File: config.mk
export PLATFORM = sky130hd
export DESIGN_NAME = rainbow_pixel_spi_symbol_encoder_flat
export DESIGN_NICKNAME = d
export VERILOG_FILES = /design/src/rps_pkg.sv /design/src/rps_if.sv /design/src/rps_colour.sv /design/src/rainbow_pixel_spi_symbol_encoder.sv /design/src/flat_wrapper.sv
export SDC_FILE = /design/constraint.sdc
export NUM_CORES = 1
export LEC_CHECK = 0
export BUFFER_PORTS_ARGS = -buffer_cell sky130_fd_sc_hd__clkbuf_2
export CORE_AREA = 5 5 186 188
export DETAILED_ROUTE_END_ITERATION = 8
export DIE_AREA = 0 0 191 193
export GPL_ROUTABILITY_DRIVEN = 0
export REMOVE_ABC_BUFFERS = 1
export SLEW_MARGIN = 20
export SYNTH_ARGS = -nofsm -noshare
export SYNTH_HDL_FRONTEND = slang
export SYNTH_SLANG_ARGS = --single-unit
File: constraint.sdc
create_clock -name i_clk -period 11.9 [get_ports i_clk]
set_input_delay 2.38 -clock i_clk [delete_from_list [all_inputs] [get_ports i_clk]]
set_output_delay 2.38 -clock i_clk [all_outputs]
set_load 0.02 [all_outputs]
File: src/rps_pkg.sv
// ----------------------------------------------------------------------------
// rps_pkg
// shared types and constants of the rainbow pixel spi symbol encoder
// ----------------------------------------------------------------------------
package rps_pkg;

    localparam int ADDR_W = 4;
    localparam int DATA_W = 32;
    localparam int SYMS_PER_PIXEL = 24;
    localparam int CNT_W = 5;

    typedef logic [ADDR_W-1:0] t_addr;
    typedef logic [DATA_W-1:0] t_data;
    typedef logic [2:0]        t_pos;
    typedef logic [7:0]        t_level;
    typedef logic [8:0]        t_bright;
    typedef logic [23:0]       t_word;
    typedef logic [CNT_W-1:0]  t_cnt;

    localparam logic [1:0] REG_BRIGHTNESS = 2'd0;
    localparam logic [1:0] REG_HUE_STEP   = 2'd1;
    localparam logic [1:0] REG_VERTICAL   = 2'd2;

    localparam t_bright BRIGHT_RESET = 9'd128;
    localparam t_bright BRIGHT_FULL  = 9'd256;
    localparam t_level  STEP_RESET   = 8'd2;

    localparam t_level SYM_ZERO   = 8'hC0;
    localparam t_level SYM_ONE    = 8'hFC;
    localparam t_level FULL_LEVEL = 8'd255;
    localparam t_level REGION_SPAN = 8'd43;
    localparam logic [3:0] HUE_PER_STEP = 4'd10;

    localparam t_cnt LAST_SYM = t_cnt'(SYMS_PER_PIXEL - 1);

endpackage

File: src/rps_if.sv
// ----------------------------------------------------------------------------
// rps channel interfaces
// valid/ready channels for pixel positions and spi symbols
// ----------------------------------------------------------------------------
interface rps_pix_if;
    logic          valid;
    logic          ready;
    rps_pkg::t_pos column;
    rps_pkg::t_pos row;
    logic          frame_end;

    modport source (output valid, output column, output row, output frame_end, input ready);
    modport sink   (input valid, input column, input row, input frame_end, output ready);
endinterface

interface rps_sym_if;
    logic            valid;
    logic            ready;
    rps_pkg::t_level spi_symbol;
    logic            last_of_pixel;

    modport source (output valid, output spi_symbol, output last_of_pixel, input ready);
    modport sink   (input valid, input spi_symbol, input last_of_pixel, output ready);
endinterface

File: src/rps_colour.sv
// ----------------------------------------------------------------------------
// rps_colour
// six-region hue wheel with brightness scaling, packed green red blue
// ----------------------------------------------------------------------------
module rps_colour (
    input  rps_pkg::t_level  i_hue,
    input  rps_pkg::t_bright i_brightness,
    output rps_pkg::t_word   o_word
);
    import rps_pkg::*;

    logic [2:0] region;
    t_level     base;
    t_level     diff;
    t_level     t_val;
    t_level     q_val;
    t_level     raw_r, raw_g, raw_b;
    logic [16:0] prod_r, prod_g, prod_b;

    always_comb begin
        if (i_hue >= 8'(5 * REGION_SPAN)) begin
            region = 3'd5;
        end else if (i_hue >= 8'(4 * REGION_SPAN)) begin
            region = 3'd4;
        end else if (i_hue >= 8'(3 * REGION_SPAN)) begin
            region = 3'd3;
        end else if (i_hue >= 8'(2 * REGION_SPAN)) begin
            region = 3'd2;
        end else if (i_hue >= REGION_SPAN) begin
            region = 3'd1;
        end else begin
            region = 3'd0;
        end
    end

    always_comb begin
        case (region)
            3'd0:    base = 8'd0;
            3'd1:    base = REGION_SPAN;
            3'd2:    base = 8'(2 * REGION_SPAN);
            3'd3:    base = 8'(3 * REGION_SPAN);
            3'd4:    base = 8'(4 * REGION_SPAN);
            default: base = 8'(5 * REGION_SPAN);
        endcase
    end

    assign diff  = i_hue - base;
    assign t_val = 8'({diff, 2'b00} + {diff, 1'b0});
    assign q_val = FULL_LEVEL - t_val;

    always_comb begin
        case (region)
            3'd0: begin
                raw_r = FULL_LEVEL; raw_g = t_val;      raw_b = 8'd0;
            end
            3'd1: begin
                raw_r = q_val;      raw_g = FULL_LEVEL; raw_b = 8'd0;
            end
            3'd2: begin
                raw_r = 8'd0;       raw_g = FULL_LEVEL; raw_b = t_val;
            end
            3'd3: begin
                raw_r = 8'd0;       raw_g = q_val;      raw_b = FULL_LEVEL;
            end
            3'd4: begin
                raw_r = t_val;      raw_g = 8'd0;       raw_b = FULL_LEVEL;
            end
            default: begin
                raw_r = FULL_LEVEL; raw_g = 8'd0;       raw_b = q_val;
            end
        endcase
    end

    assign prod_r = {9'd0, raw_r} * {8'd0, i_brightness};
    assign prod_g = {9'd0, raw_g} * {8'd0, i_brightness};
    assign prod_b = {9'd0, raw_b} * {8'd0, i_brightness};

    assign o_word = {prod_g[15:8], prod_r[15:8], prod_b[15:8]};

endmodule

File: src/rainbow_pixel_spi_symbol_encoder.sv
// ----------------------------------------------------------------------------
// rainbow_pixel_spi_symbol_encoder
// pixel position to rainbow colour, sent as 24 spi symbol bytes per pixel
// ----------------------------------------------------------------------------
// channel  dir  beat payload
// i_pix    in   column, row, frame_end
// o_sym    out  spi_symbol, last_of_pixel
// apb      in   brightness @0x0, hue_step_per_frame @0x4, vertical_mode @0x8
//
// each pixel is 24 symbol beats, one beat per cycle from the serializer while o_sym.ready is high
// pipeline: hue register, colour word register, then the shift register
// a new pixel is taken while the previous one is still being shifted out
// output stalls hold the serializer and back-pressure the two stages ahead
// synchronous active-low reset, no clearing pass
// ----------------------------------------------------------------------------
module rainbow_pixel_spi_symbol_encoder (
    input  logic            i_clk,
    input  logic            i_rst_n,
    rps_pix_if.sink         i_pix,
    rps_sym_if.source       o_sym,
    input  logic            i_psel,
    input  logic            i_penable,
    input  logic            i_pwrite,
    input  rps_pkg::t_addr  i_paddr,
    input  rps_pkg::t_data  i_pwdata,
    output rps_pkg::t_data  o_prdata,
    output logic            o_pready
);
    import rps_pkg::*;

    t_bright r_brightness;
    t_level  r_step;
    logic    r_vertical;
    t_level  r_hue_base;

    logic    r_hue_vld;
    t_level  r_hue;
    logic    r_word_vld;
    t_word   r_word;
    logic    r_busy;
    t_word   r_shift;
    t_cnt    r_cnt;

    logic    cfg_wr;
    logic [1:0] cfg_idx;
    t_bright wr_bright;
    t_pos    pos;
    logic [6:0] pos_x10;
    t_level  n_hue;
    t_word   colour_word;
    logic    in_beat;
    logic    out_beat;
    logic    out_last;
    logic    load;
    logic    word_ready;

    // configuration port
    assign o_pready = 1'b1;
    assign cfg_idx  = i_paddr[3:2];
    assign cfg_wr   = i_psel && i_penable && i_pwrite;
    assign wr_bright = (i_pwdata[8:0] > BRIGHT_FULL) ? BRIGHT_FULL : i_pwdata[8:0];

    always_comb begin
        case (cfg_idx)
            REG_BRIGHTNESS: o_prdata = {23'd0, r_brightness};
            REG_HUE_STEP:   o_prdata = {24'd0, r_step};
            REG_VERTICAL:   o_prdata = {31'd0, r_vertical};
            default:        o_prdata = '0;
        endcase
    end

    // handshakes
    assign out_last   = (r_cnt == LAST_SYM);
    assign out_beat   = o_sym.valid && o_sym.ready;
    assign load       = r_word_vld && (!r_busy || (out_beat && out_last));
    assign word_ready = !r_word_vld || load;
    assign i_pix.ready = !r_hue_vld || word_ready;
    assign in_beat    = i_pix.valid && i_pix.ready;

    // hue from position
    assign pos     = r_vertical ? i_pix.row : i_pix.column;
    assign pos_x10 = {1'b0, pos, 3'b000} + {3'b000, pos, 1'b0};
    assign n_hue   = r_hue_base + {1'b0, pos_x10};

    rps_colour u_colour (
        .i_hue        (r_hue),
        .i_brightness (r_brightness),
        .o_word       (colour_word)
    );

    always_ff @(posedge i_clk) begin
        if (!i_rst_n) begin
            r_brightness <= BRIGHT_RESET;
            r_step       <= STEP_RESET;
            r_vertical   <= 1'b0;
            r_hue_base   <= '0;
            r_hue_vld    <= 1'b0;
            r_word_vld   <= 1'b0;
            r_busy       <= 1'b0;
            r_cnt        <= '0;
        end else begin
            if (cfg_wr) begin
                case (cfg_idx)
                    REG_BRIGHTNESS: r_brightness <= wr_bright;
                    REG_HUE_STEP:   r_step       <= i_pwdata[7:0];
                    REG_VERTICAL:   r_vertical   <= i_pwdata[0];
                    default: begin
                    end
                endcase
            end
            if (in_beat && i_pix.frame_end) begin
                r_hue_base <= r_hue_base + r_step;
            end
            if (i_pix.ready) begin
                r_hue_vld <= i_pix.valid;
            end
            if (word_ready) begin
                r_word_vld <= r_hue_vld;
            end
            if (load) begin
                r_busy <= 1'b1;
                r_cnt  <= '0;
            end else if (out_beat) begin
                if (out_last) begin
                    r_busy <= 1'b0;
                    r_cnt  <= '0;
                end else begin
                    r_cnt <= r_cnt + 1'b1;
                end
            end
        end
    end

    always_ff @(posedge i_clk) begin
        if (in_beat) begin
            r_hue <= n_hue;
        end
        if (word_ready && r_hue_vld) begin
            r_word <= colour_word;
        end
        if (load) begin
            r_shift <= r_word;
        end else if (out_beat) begin
            r_shift <= {r_shift[22:0], 1'b0};
        end
    end

    assign o_sym.valid         = r_busy;
    assign o_sym.spi_symbol    = r_shift[23] ? SYM_ONE : SYM_ZERO;
    assign o_sym.last_of_pixel = out_last;

    // checks
    a_cnt_range: assert property (@(posedge i_clk) disable iff (!i_rst_n)
        r_busy |-> (r_cnt <= LAST_SYM))
        else $error("symbol count out of range");

    a_cnt_step: assert property (@(posedge i_clk) disable iff (!i_rst_n)
        (out_beat && !out_last) |=> (r_cnt == $past(r_cnt) + 1'b1) && r_busy)
        else $error("symbol count did not advance");

    a_drain: assert property (@(posedge i_clk) disable iff (!i_rst_n)
        (out_beat && out_last && !r_word_vld) |=> !r_busy)
        else $error("serializer busy after last beat with nothing pending");

    a_offset: assert property (@(posedge i_clk) disable iff (!i_rst_n)
        (in_beat && i_pix.frame_end) |=> (r_hue_base == $past(r_hue_base + r_step)))
        else $error("hue base not advanced at frame end");

    a_offset_hold: assert property (@(posedge i_clk) disable iff (!i_rst_n)
        !(in_beat && i_pix.frame_end) |=> $stable(r_hue_base))
        else $error("hue base moved without frame end");

endmodule

File: src/flat_wrapper.sv
// flat-port wrapper written by rule: the top's interface ports become plain ports
module rainbow_pixel_spi_symbol_encoder_flat import rps_pkg::*;
  (i_clk, i_rst_n, i_psel, i_penable, i_pwrite, i_paddr, i_pwdata, o_prdata, o_pready, i_pix_valid, i_pix_column, i_pix_row, i_pix_frame_end, i_pix_ready, o_sym_valid, o_sym_spi_symbol, o_sym_last_of_pixel, o_sym_ready);
  rps_pix_if i_pix_i ();
  rps_sym_if o_sym_i ();
  input  logic i_clk;
  input  logic i_rst_n;
  input  logic i_psel;
  input  logic i_penable;
  input  logic i_pwrite;
  input  rps_pkg::t_addr i_paddr;
  input  rps_pkg::t_data i_pwdata;
  output rps_pkg::t_data o_prdata;
  output logic o_pready;
  input wire logic [$bits(i_pix_i.valid)-1:0] i_pix_valid;
  input wire logic [$bits(i_pix_i.column)-1:0] i_pix_column;
  input wire logic [$bits(i_pix_i.row)-1:0] i_pix_row;
  input wire logic [$bits(i_pix_i.frame_end)-1:0] i_pix_frame_end;
  output wire logic [$bits(i_pix_i.ready)-1:0] i_pix_ready;
  output wire logic [$bits(o_sym_i.valid)-1:0] o_sym_valid;
  output wire logic [$bits(o_sym_i.spi_symbol)-1:0] o_sym_spi_symbol;
  output wire logic [$bits(o_sym_i.last_of_pixel)-1:0] o_sym_last_of_pixel;
  input wire logic [$bits(o_sym_i.ready)-1:0] o_sym_ready;
  assign i_pix_i.valid = i_pix_valid;
  assign i_pix_i.column = i_pix_column;
  assign i_pix_i.row = i_pix_row;
  assign i_pix_i.frame_end = i_pix_frame_end;
  assign i_pix_ready = i_pix_i.ready;
  assign o_sym_valid = o_sym_i.valid;
  assign o_sym_spi_symbol = o_sym_i.spi_symbol;
  assign o_sym_last_of_pixel = o_sym_i.last_of_pixel;
  assign o_sym_i.ready = o_sym_ready;
  rainbow_pixel_spi_symbol_encoder u_core (.i_clk(i_clk), .i_rst_n(i_rst_n), .i_pix(i_pix_i), .o_sym(o_sym_i), .i_psel(i_psel), .i_penable(i_penable), .i_pwrite(i_pwrite), .i_paddr(i_paddr), .i_pwdata(i_pwdata), .o_prdata(o_prdata), .o_pready(o_pready));
endmodule
* Yosys cells after proc, flatten, opt, wreduce, memory -nomap -nowiden *
Cells that the tools add are included.

operators by class
  reduce and logical (&&, ||, !) cells = 27
  add/subtract/negate cells = 7
  magnitude comparators = 6
  bitwise gates (word level) = 1
  equality and inequality tests = 7
  $mul = 3
  muxes and demuxes = 19

operators by type and width
  cell                   count
  $pmux W8 S3            3
  $mul A8 B9 Y16         3
  $mux W24               2
  $pmux W7 S5            1
  $pmux W9 S3            1
  $ge A8 B8 Y1 const B   3
  $add A8 B8 Y8          2
  $reduce_or A2 Y1       5
  $gt A9 B9 Y1 const B   1
  $mux W3                3
  $mux W9                1
  $add A8 B7 Y8          1
  $ge A8 B6 Y1 const B   1
  $ge A8 B7 Y1 const B   1
  $logic_and A1 B1 Y1    8
  $reduce_and A2 Y1      4
  $sub A8 B8 Y8 const A  1
  $add A6 B4 Y7          1
  $sub A7 B7 Y7          1
  $eq A3 B2 Y1 const B   2
  $mux W6                1
  $add A5 B1 Y5 const B  1
  $eq A5 B5 Y1 const B   1
  $mux W5                1
  other kinds (12)       21

storage, ports and cells
  register bits = 90
  bits of input ports = 50
  output and inout port bits = 44
  word-level logic and storage cells = 81

* Depth between registers and ports, before layout *
Gate-level depths: netlist (run 1).

  depth after elaboration = 13
  depth in mapped cells = 41
  mapped depth without buffers = 38

* By module *
Synthesis (run 1) repeated with hierarchy kept, for this count alone.

second synthesis, totals
  cells, all modules = 1236
  area total of the unflattened synthesis = 11439.7 um2

by module, submodules not included
  module                            sequential area each (um2)  area each (um2)  instances  cells an instance
  rps_colour                        0.0                         7070.5           1          877
  rainbow_pixel_spi_symbol_encoder  2362.3                      4369.2           1          359

* Least setup slack after synthesis (run 1) *
OpenSTA, ideal clock, no wires.

  kind = reg2reg
  start = register u_core.r_hue[5]
  end = register u_core.r_word[23] (data pin)
  path slack = 2416 ps
  stages on the path, launching flop included = 39
  data arrival time = 9225 ps
  library setup time = 259 ps
  path through = edfxtp_1 > buf_6 > or4_1 > nor2_1 > a31o_2 > clkbuf_1 > nor3_1 > clkbuf_1 > o21ai_0 > nand2_1 > ha_1 > fa_1 > xnor2_1 > ha_1 > a21o_1 > a21oi_1 > o21bai_1 > a21oi_1 > [3 not listed] > nand2b_1 > nand2_1 > fa_1 > fa_1 > fa_1 > inv_1 > fa_1 > ha_1 > a21oi_1 > nand2_1 > o211a_1 > o21ai_0 > a21oi_1 > or4_1 > a31o_2 > a21oi_1 > o21bai_1 > xnor2_1

on the way
  cells in the longest elaborated chain, start to end = 13
  elaborated cells on any way between the ends = 22
  classes of those cells = add/sub: 3; mul: 1; order compare: 5; eq/ne: 4; mux: 7; reduce/logical: 2

RTL lines
  element                               RTL line                                 text
  start: declaration                    rainbow_pixel_spi_symbol_encoder.sv:37   t_level r_hue;
  start signal: assignment              rainbow_pixel_spi_symbol_encoder.sv:136  r_hue <= n_hue;
  $ge A8 B6 Y1                          rps_colour.sv:29                         end else if (i_hue >= REGION_SPAN) begin
  $mux W1                               rps_colour.sv:29
  $mux W2                               rps_colour.sv:27                         end else if (i_hue >= 8'(2 * REGION_SPAN)) begin
  $mux W2                               rps_colour.sv:25                         end else if (i_hue >= 8'(3 * REGION_SPAN)) begin
  $mux W3                               rps_colour.sv:23                         end else if (i_hue >= 8'(4 * REGION_SPAN)) begin
  $mux W3                               rps_colour.sv:21                         if (i_hue >= 8'(5 * REGION_SPAN)) begin
  $eq A3 B3 Y1 (tied with other cells)  rps_colour.sv:37                         case (region)
  $pmux W7 S5                           rps_colour.sv:37
  $sub A7 B7 Y7                         rps_colour.sv:47                         assign diff = i_hue - base;
  $add A8 B8 Y8                         rps_colour.sv:48                         assign t_val = 8'({diff, 2'b00} + {diff, 1'b0});
  $sub A8 B8 Y8                         rps_colour.sv:49                         assign q_val = FULL_LEVEL - t_val;
  $pmux W8 S3 *                         rps_colour.sv:52                         case (region)
  $mul A8 B9 Y16 *                      rps_colour.sv:75                         assign prod_g = {9'd0, raw_g} * {8'd0, i_brightness};
  net u_core.colour_word[23]            rainbow_pixel_spi_symbol_encoder.sv:50   t_word colour_word;
  end signal: assignment                rainbow_pixel_spi_symbol_encoder.sv:139  r_word <= colour_word;
  end: declaration                      rainbow_pixel_spi_symbol_encoder.sv:39   t_word r_word;

The timed path passes the listed nets; every way through them passes the cells marked *.
A chain may end at the register's enable or synchronous reset.

* Worst setup path in the final report (run 1) *
Same ends and word-level chain as after synthesis.

==> results of run 1 <==
## logic make-up (layout without fill, tap and decap cells)
group	after synthesis	in the layout	synth area share
buffers and inverters	252	249	0.0964
other	2	28	0.000668
AOI/OAI and AO/OA	142	142	0.0825
DFF	90	90	0.210
and+or+nand+nor	378	378	0.166
adders and majority gates	249	249	0.361
xor gates and xnor gates	46	46	0.0396
muxes	46	46	0.0439
## placed cells by master, fill, tap and decap left out, drive strengths merged, types with 3 or more instances in the layout
cell type / count
nand4: 3
a21oi: 55
nor2b: 23
mux2i: 20
buf: 16
o21a: 15
inv: 180
a21boi: 5
clkinv: 4
o211a: 3
or3: 3
clkbuf: 49
o211ai: 13
edfxtp: 56
conb: 28
ha: 124
xnor2: 32
nand2: 152
o311ai: 4
nand3: 5
xnor3: 3
nor2: 51
o31a: 4
o21ai: 20
nand2b: 5
or4: 3
mux2: 26
and2: 99
nor3b: 12
nor3: 15
o21bai: 6
dfxtp: 34
a21o: 8
fa: 125
xor2: 11
## layout make-up
| class | count | area, um^2 |
|---|---|---|
| fill | 3306 | 20800 |
| multi-input combinational | 889 | 7900 |
| sequential | 90 | 2360 |
| inverter | 177 | 664 |
| tap | 448 | 561 |
| timing repair buffer | 56 | 320 |
| clock buffer | 9 | 225 |
| clock inverter | 7 | 81.3 |
## power breakdown
part	leakage, nW	internal [W]	switching [W]
Combinational	4.56	0.000238	0.000401
Sequential	0.801	0.000367	0.0000117
Clock	0.150	0.000150	0.000155
Total	5.51	0.000756	0.000567
## per-layer routing
metal,global-route usage,wire (um),vias up
li1,-,-,3867
met1,0.176,10900,3933
met2,0.238,11600,108
met3,0.0158,718,22
met4,0.0323,297,0
met5,0,0,-
## per-stage QoR
step                      instance area (um^2)  utilization  power [W]  hold WS (ns)  setup slack (ns)
after floorplan                          10900            -   0.000862         0.436              2.62
after global placement                   11800        0.358    0.00101         0.448              1.97
after detailed placement                 11800        0.358    0.00103         0.464              1.82
after CTS                                12100        0.368    0.00134         0.468              1.77
after global routing                     12100        0.368    0.00144         0.494              1.05
final                                    12100        0.368    0.00132         0.466              1.79
## synthesized netlist by cell type, types with 6 or more instances
| cell | number | area [um^2] |
|---|---|---|
| inv_1 | 177 | 664 |
| nand2_1 | 152 | 571 |
| fa_1 | 125 | 2500 |
| ha_1 | 124 | 1550 |
| and2_1 | 99 | 619 |
| edfxtp_1 | 56 | 1680 |
| a21oi_1 | 54 | 270 |
| nor2_1 | 50 | 188 |
| clkbuf_1 | 36 | 135 |
| buf_4 | 34 | 255 |
| dfxtp_1 | 34 | 681 |
| xnor2_1 | 32 | 280 |
| mux2_2 | 26 | 293 |
| nor2b_1 | 23 | 144 |
| mux2i_1 | 20 | 200 |
| o21ai_0 | 19 | 95.1 |
| nor3_1 | 15 | 75.1 |
| o21a_1 | 15 | 113 |
| o211ai_1 | 13 | 97.6 |
| nor3b_1 | 12 | 90.1 |
| xor2_1 | 11 | 96.3 |
| a21o_1 | 8 | 60.1 |
| o21bai_1 | 6 | 45.0 |
## worst paths after layout
| check | cells past startpoint | to | startpoint | slack (ns) |
|---|---|---|---|---|
| setup reg to reg | 36 | u_core.r_word[23] | u_core.r_hue[5] | 1.79 |
| hold reg to reg | 0 | u_core.r_hue[0] | u_core.r_hue_base[0] | 0.47 |
| setup / recovery | 36 | u_core.r_word[23] | u_core.r_hue[5] | 1.79 |
| hold / removal | 0 | u_core.r_hue[0] | u_core.r_hue_base[0] | 0.47 |
## sequential cells by signal, summed over array words and instances (netlist names)
signal,cells
u_core.o_sym.valid,1
u_core.r_brightness,9
u_core.r_cnt,5
u_core.r_hue,8
u_core.r_hue_base,8
u_core.r_hue_vld,1
u_core.r_shift,24
u_core.r_step,8
u_core.r_vertical,1
u_core.r_word,24
u_core.r_word_vld,1
==> impl_metrics.ini, run 1 <==
[timing]
finalMaxSlewViolations = 0
slew_headroom = 0.388
setup_viol = 0
setup_tns_ns = 0
period_minus_slack_ns = 10.11
skew_ns = 0.0169
rsz0062_at_grt = no
worst_pin_slew_ns = 0.919
fin_crit_sh = 0.849
fmax_mhz = 98.9
hold_viol_final = 0

[clock_tree]
clockBufferDepth = 2
cts-buffers-inserted = 9
cts.clk_slew.worst_paths_ns = 0.09
clockRootBuffer = clkbuf_16
cts_hold_buf = 0
cts_setup_buffers = 0
numClockSinks = 90
clk_latency_ns = 0.37
h-tree-depth = 3
tritoncts = yes
post_cts_resized = 0

[global_route]
antenna_found_initial = 0
grt_pass1_vias = 8183
grt_pass1_wl_mm = 40.5
grtUsageTotal = 0.134
grt_max_degree = 31
grt.overflow.total = 0

[setup_path]
slowest_stage = or4_1
end_kind = flop
crit_family = adder cells
cp_max_fo = 15
crit_required_ns = 12.01
crit_type = flop to flop
cpPeakStageDelay_ns = 0.58
worstPathArrival_ns = 10.22
critPathBufInv = 2
start_kind = flop

[detailed_routing]
wl_per_cell_um = 14.0
routed_via_density = 4.73
first_pass_iters = 4
routed_wirelength_mm = 23.5
vias = 7930
detailedRoute.firstIterationViolations = 286
drcViolationCount = 0
postRouteAntennaNets = 0

[layout]
layout-drive-gt1-share = 0.0879
diodes = 0
final_nets = 1522
fin_cells = 1676
syn2layout_area_growth_pct = 7.77

[synthesis]
yosysWarnings = 0
synth_edf_count = 56
ys_ff_latch = 90
avgSynthCellArea_um2 = 9.33
synth_area_mm2 = 0.0112
yosysSeqAreaShare = 0.210
synthFlopType = edfxtp_1
synth_cell_types = 56
synthArstFlopShare = 0
netlist_instances = 1205

[floorplanning]
coreArea_mm2 = 0.0329
initial_core_util = 0.341
die_width_um = 191
die_y_um = 193
dieArea_mm2 = 0.0369
rows = 67
io_pins = 94

[worst_hold_path]
hold_class = flop to flop

[run]
drv_cap = 0

[placement]
placed_cells = 1660
io_buffers = 40
place_hpwl_mm = 18.0

[power]
power_density_mw_per_mm2 = 109
ir_worst_vdd_uv = 121
power.leakage_nw = 5.51

[outcome]
status = complete, no violations
No activity file was read; power rests on OpenSTA's default activity.
==> inputs of run 2 (changes only) <==
==> constraint.sdc (replaced) <==
create_clock -name i_clk -period 10.6 [get_ports i_clk]
set_input_delay 2.12 -clock i_clk [delete_from_list [all_inputs] [get_ports i_clk]]
set_output_delay 2.12 -clock i_clk [all_outputs]
set_load 0.02 [all_outputs]
==> impl_metrics.ini, run 2 (synthesis results as in run 1) <==
[layout]
syn2layout_area_growth_pct = 7.77
final_nets = 1521
diodes = 0
stdcell_area_mm2 = 0.0121
final_util = 0.368
layout-drive-gt1-share = 0.0880
final_common_cell = inv_1
layout_common_cells = inv_1 (177), nand2_1 (152), fa_1 (125)
largest_registers = u_core.r_shift (24), u_core.r_word (24), u_core.r_brightness (9)

[floorplanning]
dieArea_mm2 = 0.0369
io_pins = 94
rows = 67
initial_core_util = 0.341
coreArea_mm2 = 0.0329
die_width_um = 191
die_y_um = 193

[setup_path]
start_kind = flop
cp_max_fo = 11
end_kind = flop
worstPathArrival_ns = 10.02
slowest_stage = or4_1
crit_required_ns = 10.71
crit_type = flop to flop
cpPeakStageDelay_ns = 0.58

[power]
ir_worst_vdd_uv = 92.1
p_int_w = 0.000850
power.leakage_nw = 5.51
switchingPower_w = 0.000634
power.share.clock = 0.231
seq_power_share = 0.287
p_comb_frac = 0.481
power_density_mw_per_mm2 = 123
switching_share = 0.427

[global_route]
antenna_found_initial = 0
grt_max_degree = 31
grt_pass1_vias = 8087
grt.overflow.total = 0
grtUsageTotal = 0.131
grt_pass1_wl_mm = 39.7

[clock_tree]
clockRootBuffer = clkbuf_16
numClockSinks = 90
tritoncts = yes
cts.clk_slew.worst_paths_ns = 0.09
cts_hold_buf = 0
h-tree-depth = 3
clk_latency_ns = 0.37
clockBufferDepth = 2
cts-buffers-inserted = 9

[timing]
fin_crit_sh = 0.935
rsz0062_at_grt = no
hold_viol_final = 0
worst_pin_slew_ns = 0.999
finalMaxSlewViolations = 0
setup_viol = 0
setup_tns_ns = 0
fmax_mhz = 101
period_minus_slack_ns = 9.91
slew_headroom = 0.333
skew_ns = 0.0153

[outcome]
status = complete, no violations

[detailed_routing]
wl_met2_mm = 11.2
drcViolationCount = 0
first_pass_iters = 4
wl_per_cell_um = 13.8
routed_wirelength_mm = 23.1
postRouteAntennaNets = 0
detailedRoute.firstIterationViolations = 355
wl_met3_um = 721
routed_via_density = 4.72
wl_met1_mm = 10.8
routed.top_layer = met4
vias = 7902

[placement]
io_buffers = 40
place_area_mm2 = 0.0118
place_hpwl_mm = 17.7

[run]
drv_cap = 0

[worst_hold_path]
hold_class = flop to flop
==> run 2: cell count changes in the layout (fill, tap and decap cells not counted) <==
cell	previous run	this run
buf_4	16	15
xnor2_1	32	31
clkinv_4	2	1
inv_6	1	2
xnor2_2	0	1
==> run 2: what timing repair did <==
item	4_1_cts	5_1_grt
gates resized for setup	0	1
endpoints found under the setup margin	0	1
setup buffers	0	0
==> run 2: critical path: cells and delay by family (launching register included) <==
family                     cells  cell delay, ns
buffers and inverters          1            0.06
xor gates and xnor gates       4            1.07
and+or+nand+nor                8            1.93
DFF                            1            0.56
adders and majority gates      8            3.39
AOI/OAI and AO/OA             13            2.38
muxes                          1            0.25
==> run 2: power by group through the flow <==
stage	clock network, W	registers (W)	logic (W)
after floorplan	0	0.000432	0.000535
after global placement	0	0.000434	0.000700
after detailed placement	0	0.000435	0.000715
after CTS	0.000355	0.000427	0.000721
after global routing	0.000369	0.000429	0.000820
final	0.000344	0.000426	0.000714
==> run 2: through the flow <==
stage / instances / hold slack, ns / total power, W / setup WS (ns)
after floorplan: 1156 / 0.436 / 0.000967 / 1.32
final: 1675 / 0.463 / 0.00148 / 0.692
after CTS: 1675 / 0.464 / 0.00150 / 0.653
after global placement: 1659 / 0.446 / 0.00113 / 0.815
after detailed placement: 1659 / 0.462 / 0.00115 / 0.725
after global routing: 1675 / 0.496 / 0.00162 / 0.0970
==> run 2: area by class of cell <==
type                    instances  area [um^2]
clock buffers                   9          225
clock inverters                 7         81.3
fillers                      3359        20800
inverters                     177          664
multi-input cells             889         7910
flip-flops and latches         90         2360
well taps                     448          561
repair buffers                 55          313
==> run 2: metal layers <==
| metal | GRT usage | vias to the layer above |
|---|---|---|
| li1 | - | 3857 |
| met3 | 0.0180 | 27 |
| met1 | 0.175 | 3878 |
| met5 | 0 | - |
| met2 | 0.226 | 140 |
| met4 | 0.0351 | 0 |
==> run 2: path summary, 6_finish.rpt <==
check                           cells after the start                 to  slack (ns)                  from
worst min-delay path                                0    u_core.r_hue[0]        0.46  u_core.r_hue_base[0]
worst max register to register                     35  u_core.r_word[23]        0.69       u_core.r_hue[5]
worst max-delay path                               35  u_core.r_word[23]        0.69       u_core.r_hue[5]
worst min register to register                      0    u_core.r_hue[0]        0.46  u_core.r_hue_base[0]
